===== src/sv/pfo_pkg.sv =====
package pfo_pkg;

  localparam int MAX_NODES   = 64;
  localparam int NODE_W      = 6;
  localparam int ADDR_W      = $clog2(MAX_NODES);
  localparam int CNT_W       = $clog2(MAX_NODES + 1);
  localparam int CMP_W       = NODE_W + 1;
  localparam int CFG_IDX_W   = 1;
  localparam int CFG_W       = 6;
  localparam int IN_TDATA_W  = 8;
  localparam int OUT_TDATA_W = 16;

  typedef enum logic [CFG_IDX_W-1:0] {
    REG_ROOT_ENABLE = 1'b0,
    REG_ROOT_NODE   = 1'b1
  } cfg_reg_t;

  typedef struct packed {
    logic              has_parent;
    logic [NODE_W-1:0] parent;
  } parent_entry_t;

  localparam int PENT_W = $bits(parent_entry_t);

  typedef struct packed {
    logic              start;
    logic [CNT_W-1:0]  count;
    logic              root_enable;
    logic [NODE_W-1:0] root_node;
    logic              overflow;
  } sort_cmd_t;

  typedef struct packed {
    logic busy;
  } sort_status_t;

endpackage


===== src/sv/pfo_ram.sv =====
module pfo_ram #(
  parameter int DEPTH = 64,
  parameter int WIDTH = 8
) (
  input  logic                     clk,
  input  logic                     we,
  input  logic [$clog2(DEPTH)-1:0] waddr,
  input  logic [WIDTH-1:0]         wdata,
  input  logic [$clog2(DEPTH)-1:0] raddr,
  output logic [WIDTH-1:0]         rdata
);

  logic [WIDTH-1:0] mem [DEPTH];

  always_ff @(posedge clk) begin
    if (we) begin
      mem[waddr] <= wdata;
    end
    rdata <= mem[raddr];
  end

endmodule


===== src/sv/pfo_sort.sv =====
module pfo_sort
  import pfo_pkg::*;
(
  input  logic                   clk,
  input  logic                   rst,
  input  sort_cmd_t              cmd,
  output sort_status_t           status,
  output logic [ADDR_W-1:0]      par_raddr,
  input  parent_entry_t          par_rdata,
  output logic                   m_tvalid,
  input  logic                   m_tready,
  output logic [OUT_TDATA_W-1:0] m_tdata,  // node_index, order_position
  output logic                   m_tlast,
  output logic                   m_tuser   // overflow
);

  typedef enum logic [4:0] {
    ST_IDLE = 5'b00001,
    ST_SCAN = 5'b00010,
    ST_WALK = 5'b00100,
    ST_COPY = 5'b01000,
    ST_EMIT = 5'b10000
  } state_t;

  localparam logic [ADDR_W-1:0] TOP = ADDR_W'(MAX_NODES - 1);

  state_t state, state_next;

  logic [MAX_NODES-1:0] placed;
  logic [CNT_W-1:0]     idx;
  logic [CNT_W-1:0]     len;
  logic [CNT_W-1:0]     wp;
  logic [CNT_W-1:0]     src;
  logic [CNT_W-1:0]     pos_q;
  logic                 pv;
  logic [CNT_W-1:0]     count_q;
  logic [NODE_W-1:0]    root_q;
  logic                 swap_q;
  logic                 ovf_q;
  logic [ADDR_W-1:0]    root_pos;
  logic [NODE_W-1:0]    first_q;

  logic [NODE_W-1:0] out_node;
  logic [NODE_W-1:0] out_pos;

  logic              ord_we;
  logic [ADDR_W-1:0] ord_waddr;
  logic [NODE_W-1:0] ord_wdata;
  logic [ADDR_W-1:0] ord_raddr;
  logic [NODE_W-1:0] ord_rdata;

  logic rd_issue;
  logic p_ok;
  logic out_free;
  logic src_more;
  logic emit_more;
  logic [NODE_W-1:0] emit_node;

  pfo_ram #(
    .DEPTH(MAX_NODES),
    .WIDTH(NODE_W)
  ) u_order_ram (
    .clk  (clk),
    .we   (ord_we),
    .waddr(ord_waddr),
    .wdata(ord_wdata),
    .raddr(ord_raddr),
    .rdata(ord_rdata)
  );

  // a parent counts only if flagged, inside the set and not yet placed
  assign p_ok = par_rdata.has_parent
             && ({1'b0, par_rdata.parent} < CMP_W'(count_q))
             && !placed[par_rdata.parent[ADDR_W-1:0]];

  assign out_free  = !m_tvalid || m_tready;
  assign src_more  = src < CNT_W'(MAX_NODES);
  assign emit_more = src < count_q;

  always_comb begin
    state_next = state;
    ord_we     = 1'b0;
    ord_waddr  = '0;
    ord_wdata  = '0;
    ord_raddr  = src[ADDR_W-1:0];
    par_raddr  = idx[ADDR_W-1:0];
    rd_issue   = 1'b0;
    case (state)
      ST_IDLE: begin
        if (cmd.start) state_next = ST_SCAN;
      end
      ST_SCAN: begin
        if (idx == count_q) begin
          state_next = ST_EMIT;
        end else if (!placed[idx[ADDR_W-1:0]]) begin
          // chain is staged from the top of the list downward
          ord_we     = 1'b1;
          ord_waddr  = TOP;
          ord_wdata  = NODE_W'(idx);
          state_next = ST_WALK;
        end
      end
      ST_WALK: begin
        par_raddr = par_rdata.parent[ADDR_W-1:0];
        if (p_ok) begin
          ord_we    = 1'b1;
          ord_waddr = wp[ADDR_W-1:0];
          ord_wdata = par_rdata.parent;
        end else begin
          state_next = ST_COPY;
        end
      end
      ST_COPY: begin
        // move the staged chain down to the end of the order, eldest first
        rd_issue = src_more;
        if (pv) begin
          ord_we    = 1'b1;
          ord_waddr = len[ADDR_W-1:0];
          ord_wdata = ord_rdata;
        end
        if (!src_more && !pv) state_next = ST_SCAN;
      end
      ST_EMIT: begin
        rd_issue = !pv && out_free && emit_more;
        if (!emit_more && !pv) state_next = ST_IDLE;
      end
      default: begin
        state_next = ST_IDLE;
      end
    endcase
  end

  // root swap is applied on the way out
  always_comb begin
    if (swap_q && pos_q == '0) begin
      emit_node = root_q;
    end else if (swap_q && pos_q[ADDR_W-1:0] == root_pos) begin
      emit_node = first_q;
    end else begin
      emit_node = ord_rdata;
    end
  end

  always_ff @(posedge clk) begin
    if (rst) begin
      state    <= ST_IDLE;
      pv       <= 1'b0;
      m_tvalid <= 1'b0;
    end else begin
      state <= state_next;
      pv    <= rd_issue;
      if (state == ST_EMIT && pv) begin
        m_tvalid <= 1'b1;
      end else if (m_tready) begin
        m_tvalid <= 1'b0;
      end
    end
  end

  always_ff @(posedge clk) begin
    case (state)
      ST_IDLE: begin
        if (cmd.start) begin
          count_q <= cmd.count;
          root_q  <= cmd.root_node;
          ovf_q   <= cmd.overflow;
          swap_q  <= cmd.root_enable && ({1'b0, cmd.root_node} < CMP_W'(cmd.count));
          placed  <= '0;
          idx     <= '0;
          len     <= '0;
        end
      end
      ST_SCAN: begin
        if (idx == count_q) begin
          src <= '0;
        end else begin
          idx <= idx + 1'b1;
          if (!placed[idx[ADDR_W-1:0]]) begin
            placed[idx[ADDR_W-1:0]] <= 1'b1;
            wp <= CNT_W'(MAX_NODES - 2);
          end
        end
      end
      ST_WALK: begin
        if (p_ok) begin
          placed[par_rdata.parent[ADDR_W-1:0]] <= 1'b1;
          wp <= wp - 1'b1;
        end else begin
          src <= wp + 1'b1;
        end
      end
      ST_COPY: begin
        if (rd_issue) src <= src + 1'b1;
        if (pv) begin
          len <= len + 1'b1;
          if (swap_q && ord_rdata == root_q) root_pos <= len[ADDR_W-1:0];
          if (len == '0) first_q <= ord_rdata;
        end
      end
      ST_EMIT: begin
        if (rd_issue) begin
          src   <= src + 1'b1;
          pos_q <= src;
        end
      end
      default: begin
      end
    endcase
  end

  always_ff @(posedge clk) begin
    if (state == ST_EMIT && pv) begin
      out_node <= emit_node;
      out_pos  <= NODE_W'(pos_q);
      m_tlast  <= (CNT_W'(pos_q + 1'b1) == count_q);
      m_tuser  <= ovf_q;
    end
  end

  assign m_tdata = {{(OUT_TDATA_W - 2 * NODE_W){1'b0}}, out_pos, out_node};

  assign status.busy = (state != ST_IDLE);

endmodule


===== src/sv/parent_first_tree_order.sv =====
// Parent-first tree order. Nodes stream in one word per cycle; the node number is the
// arrival order in the set and tuser flags that the low tdata bits name a parent
// (a parent at or past the final node count is taken as none). Up to 64 nodes are kept,
// later ones are dropped and the overflow flag rides on every result of that set. The
// word with tlast closes the set: input then stalls while the order is built from the
// parent memory, one parent read per cycle along each ancestor chain, the chain being
// staged in the order memory and copied into place. Results leave through the output
// register from the single read port of the order memory, a new read issuing only once
// the previous word is loaded and the output is free, with the node number and position
// in tdata and tlast on the final one. When enabled, the configured root node is swapped
// into position zero if it exists in the set. No clearing pass follows reset.
module parent_first_tree_order
  import pfo_pkg::*;
(
  input  logic                   clk,
  input  logic                   rst,
  input  logic                   s_tvalid,
  output logic                   s_tready,
  input  logic [IN_TDATA_W-1:0]  s_tdata,   // parent_node
  input  logic                   s_tuser,   // has_parent
  input  logic                   s_tlast,   // last_node
  output logic                   m_tvalid,
  input  logic                   m_tready,
  output logic [OUT_TDATA_W-1:0] m_tdata,   // node_index, order_position
  output logic                   m_tuser,   // overflow
  output logic                   m_tlast,   // last_result
  input  logic                   cfg_we,
  input  logic [CFG_IDX_W-1:0]   cfg_index,
  input  logic [CFG_W-1:0]       cfg_data
);

  logic              root_enable;
  logic [NODE_W-1:0] root_node;
  logic [CNT_W-1:0]  node_count;
  logic              overflow_seen;

  logic              accept;
  logic              has_room;
  parent_entry_t     par_wdata;
  parent_entry_t     par_rdata;
  logic [ADDR_W-1:0] par_raddr;
  sort_cmd_t         cmd;
  sort_status_t      status;

  assign s_tready = !status.busy;
  assign accept   = s_tvalid && s_tready;
  assign has_room = node_count < CNT_W'(MAX_NODES);

  assign par_wdata.has_parent = s_tuser;
  assign par_wdata.parent     = s_tdata[NODE_W-1:0];

  pfo_ram #(
    .DEPTH(MAX_NODES),
    .WIDTH(PENT_W)
  ) u_parent_ram (
    .clk  (clk),
    .we   (accept && has_room),
    .waddr(node_count[ADDR_W-1:0]),
    .wdata(par_wdata),
    .raddr(par_raddr),
    .rdata(par_rdata)
  );

  assign cmd.start       = accept && s_tlast;
  assign cmd.count       = has_room ? node_count + 1'b1 : node_count;
  assign cmd.root_enable = root_enable;
  assign cmd.root_node   = root_node;
  assign cmd.overflow    = overflow_seen || !has_room;

  always_ff @(posedge clk) begin
    if (rst) begin
      root_enable <= 1'b0;
      root_node   <= '0;
    end else if (cfg_we) begin
      case (cfg_reg_t'(cfg_index))
        REG_ROOT_ENABLE: root_enable <= cfg_data[0];
        REG_ROOT_NODE:   root_node   <= cfg_data[NODE_W-1:0];
        default: begin
        end
      endcase
    end
  end

  always_ff @(posedge clk) begin
    if (rst) begin
      node_count    <= '0;
      overflow_seen <= 1'b0;
    end else if (accept) begin
      if (s_tlast) begin
        node_count    <= '0;
        overflow_seen <= 1'b0;
      end else if (has_room) begin
        node_count <= node_count + 1'b1;
      end else begin
        overflow_seen <= 1'b1;
      end
    end
  end

  pfo_sort u_sort (
    .clk      (clk),
    .rst      (rst),
    .cmd      (cmd),
    .status   (status),
    .par_raddr(par_raddr),
    .par_rdata(par_rdata),
    .m_tvalid (m_tvalid),
    .m_tready (m_tready),
    .m_tdata  (m_tdata),
    .m_tlast  (m_tlast),
    .m_tuser  (m_tuser)
  );

endmodule

===== config.mk =====
export PLATFORM = sky130hd
export DESIGN_NAME = parent_first_tree_order
export DESIGN_NICKNAME = d
export VERILOG_FILES = /design/src/sv/pfo_pkg.sv /design/src/sv/pfo_ram.sv /design/src/sv/pfo_sort.sv /design/src/sv/parent_first_tree_order.sv
export SDC_FILE = /design/constraint.sdc
export NUM_CORES = 1
export LEC_CHECK = 0
export ABC_AREA = 1
export ABC_CLOCK_PERIOD_IN_PS = 12700
export CORE_MARGIN = 2
export CORE_UTILIZATION = 32
export DETAILED_ROUTE_END_ITERATION = 12
export DONT_BUFFER_PORTS = 1
export PLACE_DENSITY = 0.46
export REMOVE_ABC_BUFFERS = 1
export SLEW_MARGIN = 40
export SYNTH_ARGS = -nofsm -noshare
export SYNTH_HDL_FRONTEND = slang
export SYNTH_SLANG_ARGS = --single-unit

===== constraint.sdc =====
create_clock -name clk -period 12.7 [get_ports clk]
set_input_delay 3.175 -clock clk [delete_from_list [all_inputs] [get_ports clk]]
set_output_delay 3.175 -clock clk [all_outputs]
set_load 0.05 [all_outputs]

==> impl_results.html, run 1 <==
<table>
<tr><th>Metric</th><th>Value</th></tr>
<tr><th colspan="2">Global routing</th></tr>
<tr><td>GRT Residual Overflow</td><td>0</td></tr>
<tr><td>Maximum number of pins on one net before global-route repair</td><td>124</td></tr>
<tr><td>Total routing resource utilization after global routing</td><td>between 10% and 20%</td></tr>
<tr><td>Number of antenna violations at the first check in global routing</td><td>7</td></tr>
<tr><td>Global-route wire length before repair</td><td>around 190000 um</td></tr>
<tr><td>Number of global-route vias before repair</td><td>roughly 29000</td></tr>
<tr><th colspan="2">Worst setup path</th></tr>
<tr><td>Required time of the critical path</td><td>~9500 ps</td></tr>
<tr><td>Critical path endpoint category</td><td>primary output</td></tr>
<tr><td>Longest individual stage delay on the worst path</td><td>650 ps</td></tr>
<tr><td>Max stage delay cell, worst path</td><td>sky130_fd_sc_hd__inv_1</td></tr>
<tr><td>Reg-to-reg startpoint</td><td>u_parent_ram.rdata[0]$_DFF_P_</td></tr>
<tr><td>Length in cells of the worst reg-to-reg path</td><td>13</td></tr>
<tr><td>Endpoint of the worst register-to-register path</td><td>u_parent_ram.rdata[6]$_DFF_P_</td></tr>
<tr><td>Setup CP Type</td><td>flop to primary output</td></tr>
<tr><td>Setup slack of the most critical reg-to-reg path</td><td>8030 ps</td></tr>
<tr><td>Launching element type of the critical path</td><td>flop</td></tr>
<tr><td>Sequence of cells on the critical path</td><td>nor2_1 &gt; nand4_1 &gt; inv_1</td></tr>
<tr><td>Arr. time, crit path</td><td>roughly 2300 ps</td></tr>
<tr><td>Worst Path Max Fanout</td><td>4</td></tr>
<tr><th colspan="2">Clocking</th></tr>
<tr><td>Clock tree root buffer cell</td><td>sky130_fd_sc_hd__clkbuf_16</td></tr>
<tr><td>Total of cells resized after clock tree synthesis</td><td>0</td></tr>
<tr><td>CTS Hold Buffers Added</td><td>0</td></tr>
<tr><td>Clock input transition at the sequential cells of the worst setup and hold paths</td><td>approximately 70 ps</td></tr>
<tr><td>Number of buffers inserted during clock tree synthesis</td><td>roughly 110</td></tr>
<tr><td>Max H-tree Level</td><td>3</td></tr>
<tr><td>Buffer levels on the longest clock path</td><td>3</td></tr>
<tr><td>TritonCTS clock tree</td><td>yes</td></tr>
<tr><td>Insertion delay to the later sink of the worst-skew pair</td><td>760 ps</td></tr>
<tr><td>Clock net sink count</td><td>roughly 1000</td></tr>
<tr><td># Post-CTS Setup Buffers</td><td>0</td></tr>
<tr><th colspan="2">Synthesis</th></tr>
<tr><td>Mux contribution to synthesized area</td><td>0%</td></tr>
<tr><td>Dominant cell type by area after synthesis</td><td>sky130_fd_sc_hd__edfxtp_1</td></tr>
<tr><td>Xor-xnor portion of the synthesized cell area</td><td>0.376%</td></tr>
<tr><td>Synthesized area per cell</td><td>11.1 sq um</td></tr>
<tr><td>Count of warnings emitted by yosys</td><td>0</td></tr>
<tr><td>Post-synth top area share</td><td>between 60% and 70%</td></tr>
<tr><td>Synthesized cell area</td><td>44300 sq um</td></tr>
<tr><td>Ys async rst share</td><td>0%</td></tr>
<tr><td>Number of synthesized register bits</td><td>1007</td></tr>
<tr><td>Synthesized-area fraction occupied by adder cells</td><td>less than 1%</td></tr>
<tr><td>Share of the yosys chip area belonging to registers</td><td>between 60 and 70%</td></tr>
<tr><td>Synth Area in Compound Gates</td><td>12.2%</td></tr>
<tr><td>Library cell with the highest instance count after synthesis</td><td>sky130_fd_sc_hd__edfxtp_1</td></tr>
<tr><td>Commonest register cell after synthesis</td><td>sky130_fd_sc_hd__edfxtp_1</td></tr>
<tr><td>Top cells by count, synth</td><td>sky130_fd_sc_hd__edfxtp_1 (972), sky130_fd_sc_hd__nand2_1 (581), sky130_fd_sc_hd__nor2_1 (531), sky130_fd_sc_hd__o21ai_0 (384), sky130_fd_sc_hd__inv_1 (377)</td></tr>
<tr><td>Dominant combinational cell family by area after synthesis</td><td>simple AND/OR/NAND/NOR gates</td></tr>
<tr><td>Number of cells produced by synthesis</td><td>3974</td></tr>
<tr><td>Top cells by area, synth</td><td>sky130_fd_sc_hd__edfxtp_1 (66%), sky130_fd_sc_hd__nand2_1 (4.9%), sky130_fd_sc_hd__nor2_1 (4.5%), sky130_fd_sc_hd__o21ai_0 (4.3%), sky130_fd_sc_hd__o211ai_1 (4.0%)</td></tr>
<tr><td>Count of flip-flops with a built-in enable after synthesis</td><td>972</td></tr>
<tr><td>Post-synthesis share of cell area spent on and, or, nand and nor gates</td><td>13.6%</td></tr>
<tr><td>Count of different cell masters after synthesis</td><td>53</td></tr>
<tr><th colspan="2">Job</th></tr>
<tr><td>Max_cap viols</td><td>0</td></tr>
<tr><th colspan="2">STA</th></tr>
<tr><td>Pin slew with the least headroom to its limit</td><td>~860 ps</td></tr>
<tr><td># setup viols final</td><td>0</td></tr>
<tr><td>RSZ-0062 raised after global routing</td><td>false</td></tr>
<tr><td>Number of max-slew violations in the final report</td><td>0</td></tr>
<tr><td>Worst clock skew</td><td>around 75 ps</td></tr>
<tr><td>Final Critical Period</td><td>5460 ps</td></tr>
<tr><td>Number of hold-slack violations in the final timing report</td><td>0</td></tr>
<tr><td>Sum of negative setup slack</td><td>0 ps</td></tr>
<tr><td>Smallest hold slack</td><td>443 ps</td></tr>
<tr><td>Max Clock Freq</td><td>roughly 0.18 GHz</td></tr>
<tr><td>Fraction of the cycle the final worst path needs</td><td>43.0%</td></tr>
<tr><td>Max_slew headroom</td><td>42.6%</td></tr>
<tr><th colspan="2">Drt</th></tr>
<tr><td>Final WL</td><td>126000 um</td></tr>
<tr><td>Starting DRC count in detailed routing</td><td>2384</td></tr>
<tr><td>Detailed-route wire length per cell</td><td>21.8 um</td></tr>
<tr><td>1st-pass router iterations</td><td>6</td></tr>
<tr><td>Residual DRC count</td><td>0</td></tr>
<tr><td>Via density per instance</td><td>5.09</td></tr>
<tr><td>Antenna Violating Nets Remaining</td><td>0</td></tr>
<tr><td>DR vias</td><td>29515</td></tr>
<tr><th colspan="2">Run status</th></tr>
<tr><td>Result of the run</td><td>finished, final reports clean</td></tr>
<tr><th colspan="2">Pwr</th></tr>
<tr><td>Clock share of power</td><td>34.3%</td></tr>
<tr><td>Fraction of power spent switching nets</td><td>34.0%</td></tr>
<tr><td>Switching power of the nets</td><td>about 3.2 mW</td></tr>
<tr><td>Combinational power share</td><td>23.8%</td></tr>
<tr><td>Power per unit of standard cell area</td><td>around 190 nW/um^2</td></tr>
<tr><td>Leak pwr</td><td>17.0 nW</td></tr>
<tr><td>Max IR drop VDD</td><td>0.144 mV</td></tr>
<tr><td>Sequential power share</td><td>a little over two fifths</td></tr>
<tr><td>Int Pwr</td><td>6.20 mW</td></tr>
<tr><th colspan="2">Layout</th></tr>
<tr><td>Ratio of cells with drive above 1 in the final layout</td><td>7.41%</td></tr>
<tr><td>Area growth, synth to finish</td><td>12.5%</td></tr>
<tr><td>Final instance area</td><td>49800 sq um</td></tr>
<tr><td>Number of nets in the layout</td><td>a little under 4000</td></tr>
<tr><th colspan="2">Die</th></tr>
<tr><td>Io pins</td><td>42</td></tr>
<tr><td>Starting Density</td><td>32.2%</td></tr>
<tr><td>Horiz. Die Dim</td><td>376 um</td></tr>
<tr><td>Number of core rows</td><td>136</td></tr>
<tr><td>Die area</td><td>141000 sq um</td></tr>
<tr><td>Area inside the core boundary</td><td>137000 sq um</td></tr>
<tr><td>Vertical extent of the die</td><td>376 um</td></tr>
<tr><th colspan="2">Placed design</th></tr>
<tr><td>Number of port buffers</td><td>0</td></tr>
<tr><td>Routability Congestion</td><td>0.835</td></tr>
<tr><td>Detail Placement HPWL</td><td>75300 um</td></tr>
<tr><td>Post-placement cell area</td><td>around 46000 sq um</td></tr>
<tr><th colspan="2">Min path</th></tr>
<tr><td>Capture endpoint of the worst hold path</td><td>u_sort.root_q[0]$_DFFE_PP_</td></tr>
<tr><td>Worst Hold Path Cells</td><td>0</td></tr>
<tr><td>Type of the worst min-delay path</td><td>flop to flop</td></tr>
<tr><td>Launch instance of the worst min-delay path</td><td>root_node[0]$_SDFFE_PP0P_</td></tr>
</table>
per-layer routing:
metal / routed length (um) / GRT usage, % / part of all wire, % / vias up
met5: 71 / 0 / 0.056 / -
met4: 3350 / 5.15 / 2.6 / 10
met3: 6920 / 3.47 / 5.5 / 175
met2: 59200 / 28.6 / 47 / 714
met1: 56800 / 24.3 / 45 / 14537
li1: - / - / - / 14079
state kept, by name, indices dropped and copies added, names as in the netlist, 5 cells and up:
name,flops
u_sort.idx,7
u_sort.wp,7
u_sort.out_pos,6
u_sort.root_q,6
u_sort.pos_q,7
u_sort.count_q,7
u_sort.out_node,6
root_node,6
u_parent_ram.rdata,7
u_sort.src,7
u_sort.len,7
u_sort.root_pos,6
u_sort.placed,64
u_sort.u_order_ram.mem,384
u_sort.state,5
u_sort.u_order_ram.rdata,6
node_count,7
u_sort.first_q,6
u_parent_ram.mem,448
logic make-up (layout without fill, tap and decap cells):
kind of cell    after synthesis  after routing
simple gates               1429           1429
flops                      1007           1007
compound gates              881            881
buf+inv                     613            642
fa+ha+maj                    24             24
xor+xnor                     19             19
other cells                   1              6
metrics by stage:
step	power, mW	instances	util [%]	worst slack [ps]
CTS	9.49	5799	36.2	7210
finish	9.40	5802	36.3	7240
global placement	6.24	5589	33.5	6740
global route	9.85	5801	36.3	7050
detailed placement	6.25	5590	33.6	6670
floorplan	5.43	3754	-	4350
cells in the final DEF (no fill, tap or decap), drive strengths merged, types with 3 or more instances in the layout:
| cell type | n |
|---|---|
| edfxtp | 972 |
| nand2 | 588 |
| nor2 | 545 |
| o21ai | 405 |
| inv | 399 |
| o211ai | 234 |
| nand3 | 234 |
| clkbuf | 142 |
| o22ai | 119 |
| a21oi | 48 |
| o221ai | 44 |
| buf | 43 |
| clkinv | 42 |
| dfxtp | 35 |
| ha | 24 |
| nand4 | 23 |
| nor3 | 21 |
| o31ai | 17 |
| xor2 | 10 |
| xnor2 | 9 |
| clkinvlp | 9 |
| nor4 | 9 |
| bufinv | 7 |
| conb | 4 |
| or2 | 4 |
| a31oi | 3 |
worst max path at each step:
stage,startpoint,to,depth (start not counted)
final,u_sort.state[2]$_SDFFE_PP0P_,s_tready,3
after global routing,u_sort.state[2]$_SDFFE_PP0P_,s_tready,3
after CTS,u_sort.state[2]$_SDFFE_PP0P_,s_tready,3
after detailed placement,s_tvalid,u_parent_ram.mem[51][4]$_DFFE_PP_,6
after global placement,s_tvalid,u_parent_ram.mem[54][6]$_DFFE_PP_,6
after floorplan,u_parent_ram.rdata[0]$_DFF_P_,u_parent_ram.rdata[4]$_DFF_P_,8
power by group through the flow:
stage	clock, mW	combinational, mW	sequential, mW
3_5_place_dp	0	2.26	4.00
3_3_place_gp	0	2.24	4.00
2_1_floorplan	0	1.44	3.99
6_report	3.23	2.24	3.93
4_1_cts	3.30	2.26	3.93
5_1_grt	3.43	2.48	3.94
critical path: cells and delay by family, from the launching register on:
family                 cells  cell delay [ps]
buffers and inverters      1              650
flip-flops                 1              330
AND/OR/NAND/NOR            2              540
layout make-up:
class | count | area, sq um
clock buffers | 142 | 3000
clock inverters | 67 | 648
fillers | 13514 | 87500
diodes | 2 | 5.00
multi-input cells | 2357 | 12200
repair buffers | 43 | 390
inverters | 390 | 1470
flip-flops and latches | 1007 | 29900
well taps | 1794 | 2240
Power figures use the tool's default switching activity.
==> run 2: changes to the inputs <==
Settings changed: ABC_CLOCK_PERIOD_IN_PS 12700 to 4500, PLACE_DENSITY 0.46 to 0.47.
Clock period 12.7 ns to 4.5 ns, I/O delays scaled along.
==> impl_results.html, run 2 (synthesized netlist as in run 1, its figures left out) <==
<table>
<tr><th>Metric</th><th>Value</th></tr>
<tr><th colspan="2">Clocking</th></tr>
<tr><td>TritonCTS clock tree</td><td>yes</td></tr>
<tr><td>Insertion delay to the later sink of the worst-skew pair</td><td>740 ps</td></tr>
<tr><td>Clock input transition at the sequential cells of the worst setup and hold paths</td><td>60 ps</td></tr>
<tr><td>CTS Hold Buffers Added</td><td>0</td></tr>
<tr><td>Number of buffers inserted during clock tree synthesis</td><td>110</td></tr>
<tr><td>Clock tree root buffer cell</td><td>sky130_fd_sc_hd__clkbuf_16</td></tr>
<tr><td>Buffer levels on the longest clock path</td><td>3</td></tr>
<tr><td>Total of cells resized after clock tree synthesis</td><td>0</td></tr>
<tr><td>Clock net sink count</td><td>1007</td></tr>
<tr><td>Max H-tree Level</td><td>3</td></tr>
<tr><td># Post-CTS Setup Buffers</td><td>0</td></tr>
<tr><th colspan="2">STA</th></tr>
<tr><td>Worst clock skew</td><td>59.1 ps</td></tr>
<tr><td>Max_slew headroom</td><td>41.1%</td></tr>
<tr><td>Pin slew with the least headroom to its limit</td><td>881 ps</td></tr>
<tr><td># setup viols final</td><td>0</td></tr>
<tr><td>Number of max-slew violations in the final report</td><td>0</td></tr>
<tr><td>Number of hold-slack violations in the final timing report</td><td>0</td></tr>
<tr><td>Final Critical Period</td><td>3950 ps</td></tr>
<tr><td>Max Clock Freq</td><td>~0.25 GHz</td></tr>
<tr><td>Fraction of the cycle the final worst path needs</td><td>between 80% and 90%</td></tr>
<tr><td>Sum of negative setup slack</td><td>0 ps</td></tr>
<tr><td>RSZ-0062 raised after global routing</td><td>false</td></tr>
<tr><th colspan="2">Placed design</th></tr>
<tr><td>Post-placement cell area</td><td>between 40000 and 50000 sq um</td></tr>
<tr><td>Detail Placement HPWL</td><td>78000 um</td></tr>
<tr><td>Number of cells after detailed placement</td><td>5697</td></tr>
<tr><td>Number of port buffers</td><td>0</td></tr>
<tr><td>Routability Congestion</td><td>0.884</td></tr>
<tr><th colspan="2">Layout</th></tr>
<tr><td>Final instance count without filler cells</td><td>between 5000 and 6000</td></tr>
<tr><td>Ratio of cells with drive above 1 in the final layout</td><td>9.28%</td></tr>
<tr><td>Biggest regs</td><td>u_parent_ram.mem: 448 flops, u_sort.u_order_ram.mem: 384 flops, u_sort.placed: 64 flops</td></tr>
<tr><td>Commonest non-fill, non-tap cells in the layout</td><td>sky130_fd_sc_hd__edfxtp_1 (972), sky130_fd_sc_hd__nand2_1 (581), sky130_fd_sc_hd__nor2_1 (529)</td></tr>
<tr><td>Final instance area</td><td>50400 sq um</td></tr>
<tr><td>Area growth, synth to finish</td><td>13.9%</td></tr>
<tr><td>Number of nets in the layout</td><td>4061</td></tr>
<tr><td>Number of flip-flops under the largest register name</td><td>448</td></tr>
<tr><td>Leading cell type in the layout, fill and taps excluded</td><td>sky130_fd_sc_hd__edfxtp_1</td></tr>
<tr><td>Filler Cell Count</td><td>about 13000</td></tr>
<tr><td>Register containing the most flip-flops in the final layout</td><td>u_parent_ram.mem</td></tr>
<tr><th colspan="2">Die</th></tr>
<tr><td>Io pins</td><td>42</td></tr>
<tr><td>Number of core rows</td><td>136</td></tr>
<tr><td>Vertical extent of the die</td><td>376 um</td></tr>
<tr><td>Starting Density</td><td>between 30% and 40%</td></tr>
<tr><td>Die area</td><td>about 140000 sq um</td></tr>
<tr><td>Horiz. Die Dim</td><td>376 um</td></tr>
<tr><td>Area inside the core boundary</td><td>137000 sq um</td></tr>
<tr><th colspan="2">Worst setup path</th></tr>
<tr><td>Worst Path Max Fanout</td><td>14</td></tr>
<tr><td>Longest individual stage delay on the worst path</td><td>760 ps</td></tr>
<tr><td>Setup CP Type</td><td>flop to flop</td></tr>
<tr><td>Required time of the critical path</td><td>4850 ps</td></tr>
<tr><td>Launching element type of the critical path</td><td>flop</td></tr>
<tr><td>Sequence of cells on the critical path</td><td>nor2_1 &gt; nand3_1 &gt; nand2_1 &gt; o21ai_1 &gt; nand3_1 &gt; nor2_4 &gt; nand3_4 &gt; inv_2 &gt; nand2_1 &gt; nand2_2 &gt; nand3_2 &gt; nor2_1</td></tr>
<tr><td>Critical path endpoint category</td><td>flop</td></tr>
<tr><td>Max stage delay cell, worst path</td><td>sky130_fd_sc_hd__dfxtp_1</td></tr>
<tr><td>Arr. time, crit path</td><td>about 4300 ps</td></tr>
<tr><th colspan="2">Global routing</th></tr>
<tr><td>Number of global-route vias before repair</td><td>29365</td></tr>
<tr><td>Total routing resource utilization after global routing</td><td>17.8%</td></tr>
<tr><td>Number of antenna violations at the first check in global routing</td><td>10</td></tr>
<tr><td>Global-route wire length before repair</td><td>189000 um</td></tr>
<tr><td>Maximum number of pins on one net before global-route repair</td><td>114</td></tr>
<tr><td>GRT Residual Overflow</td><td>0</td></tr>
<tr><th colspan="2">Pwr</th></tr>
<tr><td>Max IR drop VDD</td><td>just under 0.4 mV</td></tr>
<tr><td>Post-route total power</td><td>between 20 and 30 mW</td></tr>
<tr><td>Leak pwr</td><td>17.4 nW</td></tr>
<tr><td>Power per unit of standard cell area</td><td>519 nW/um^2</td></tr>
<tr><th colspan="2">Drt</th></tr>
<tr><td>Detailed-route wire length per cell</td><td>21.5 um</td></tr>
<tr><td>Final WL</td><td>127000 um</td></tr>
<tr><td>1st-pass router iterations</td><td>6</td></tr>
<tr><td>Starting DRC count in detailed routing</td><td>2341</td></tr>
<tr><td>Residual DRC count</td><td>0</td></tr>
<tr><td>Antenna Violating Nets Remaining</td><td>0</td></tr>
<tr><td>Via density per instance</td><td>5.05</td></tr>
<tr><td>DR vias</td><td>between 20000 and 30000</td></tr>
<tr><th colspan="2">Min path</th></tr>
<tr><td>Type of the worst min-delay path</td><td>flop to flop</td></tr>
<tr><th colspan="2">Job</th></tr>
<tr><td>Max_cap viols</td><td>0</td></tr>
<tr><th colspan="2">Run status</th></tr>
<tr><td>Result of the run</td><td>finished, final reports clean</td></tr>
</table>
## run 2: cell types whose count changed in the layout (fill, tap and decap cells not counted), sizes merged
cell      before  now
buf           43  149
inv          399  392
clkbuf       142  148
bufinv         7    2
clkinv        42   46
clkinvlp       9    5
## run 2: final timing paths
| path | from | slack (ps) | endpoint | depth (start not counted) |
|---|---|---|---|---|
| worst max-delay path | u_parent_ram.rdata[1]$_DFF_P_ | 550 | u_sort.u_order_ram.mem[58][2]$_DFFE_PP_ | 12 |
| worst min-delay path | root_node[0]$_SDFFE_PP0P_ | 440 | u_sort.root_q[0]$_DFFE_PP_ | 0 |
| worst max register to register | u_parent_ram.rdata[1]$_DFF_P_ | 550 | u_sort.u_order_ram.mem[58][2]$_DFFE_PP_ | 12 |
| worst min register to register | root_node[0]$_SDFFE_PP0P_ | 440 | u_sort.root_q[0]$_DFFE_PP_ | 0 |
## run 2: stage by stage
step / hold slack [ps] / util, % / setup slack, ps
6_report: 442 / 36.7 / 552
3_5_place_dp: 445 / 34.2 / 521
5_1_grt: 417 / 36.7 / 394
3_3_place_gp: 441 / 34.2 / 637
4_1_cts: 400 / 36.7 / 501
2_1_floorplan: 400 / - / -3850
## run 2: layer usage
| metal | global-route usage, % | share of wire, % | vias to the layer above |
|---|---|---|---|
| met5 | 0 | 0.079 | - |
| met4 | 5.60 | 2.8 | 14 |
| li1 | - | - | 14270 |
| met1 | 24.2 | 45 | 14558 |
| met3 | 3.56 | 5.6 | 214 |
| met2 | 28.5 | 46 | 731 |
## run 2: cell type report
type	count	area (sq um)	share of cell area, %
diodes	2	5.00	0.00993
clock buffers	148	2960	5.87
clock inverters	55	429	0.851
inverters	390	1470	2.92
multi-input cells	2357	12100	24.0
flip-flops and latches	1007	29900	59.3
well taps	1794	2240	4.45
repair buffers	149	1290	2.57
## run 2: critical path: cells and delay by family, from the launching register on
kind	cells	cell delay [ps]
AO/OA/AOI/OAI	1	200
flip-flops	1	760
AND/OR/NAND/NOR	10	2360
buffers and inverters	1	230
## run 2: power breakdown
group | total (mW) | switching [mW] | internal [mW]
Combinational | 6.51 | 4.71 | 1.80
Sequential | 11.1 | 0.361 | 10.7
Clock | 8.57 | 3.82 | 4.75
Total | 26.2 | 8.89 | 17.3
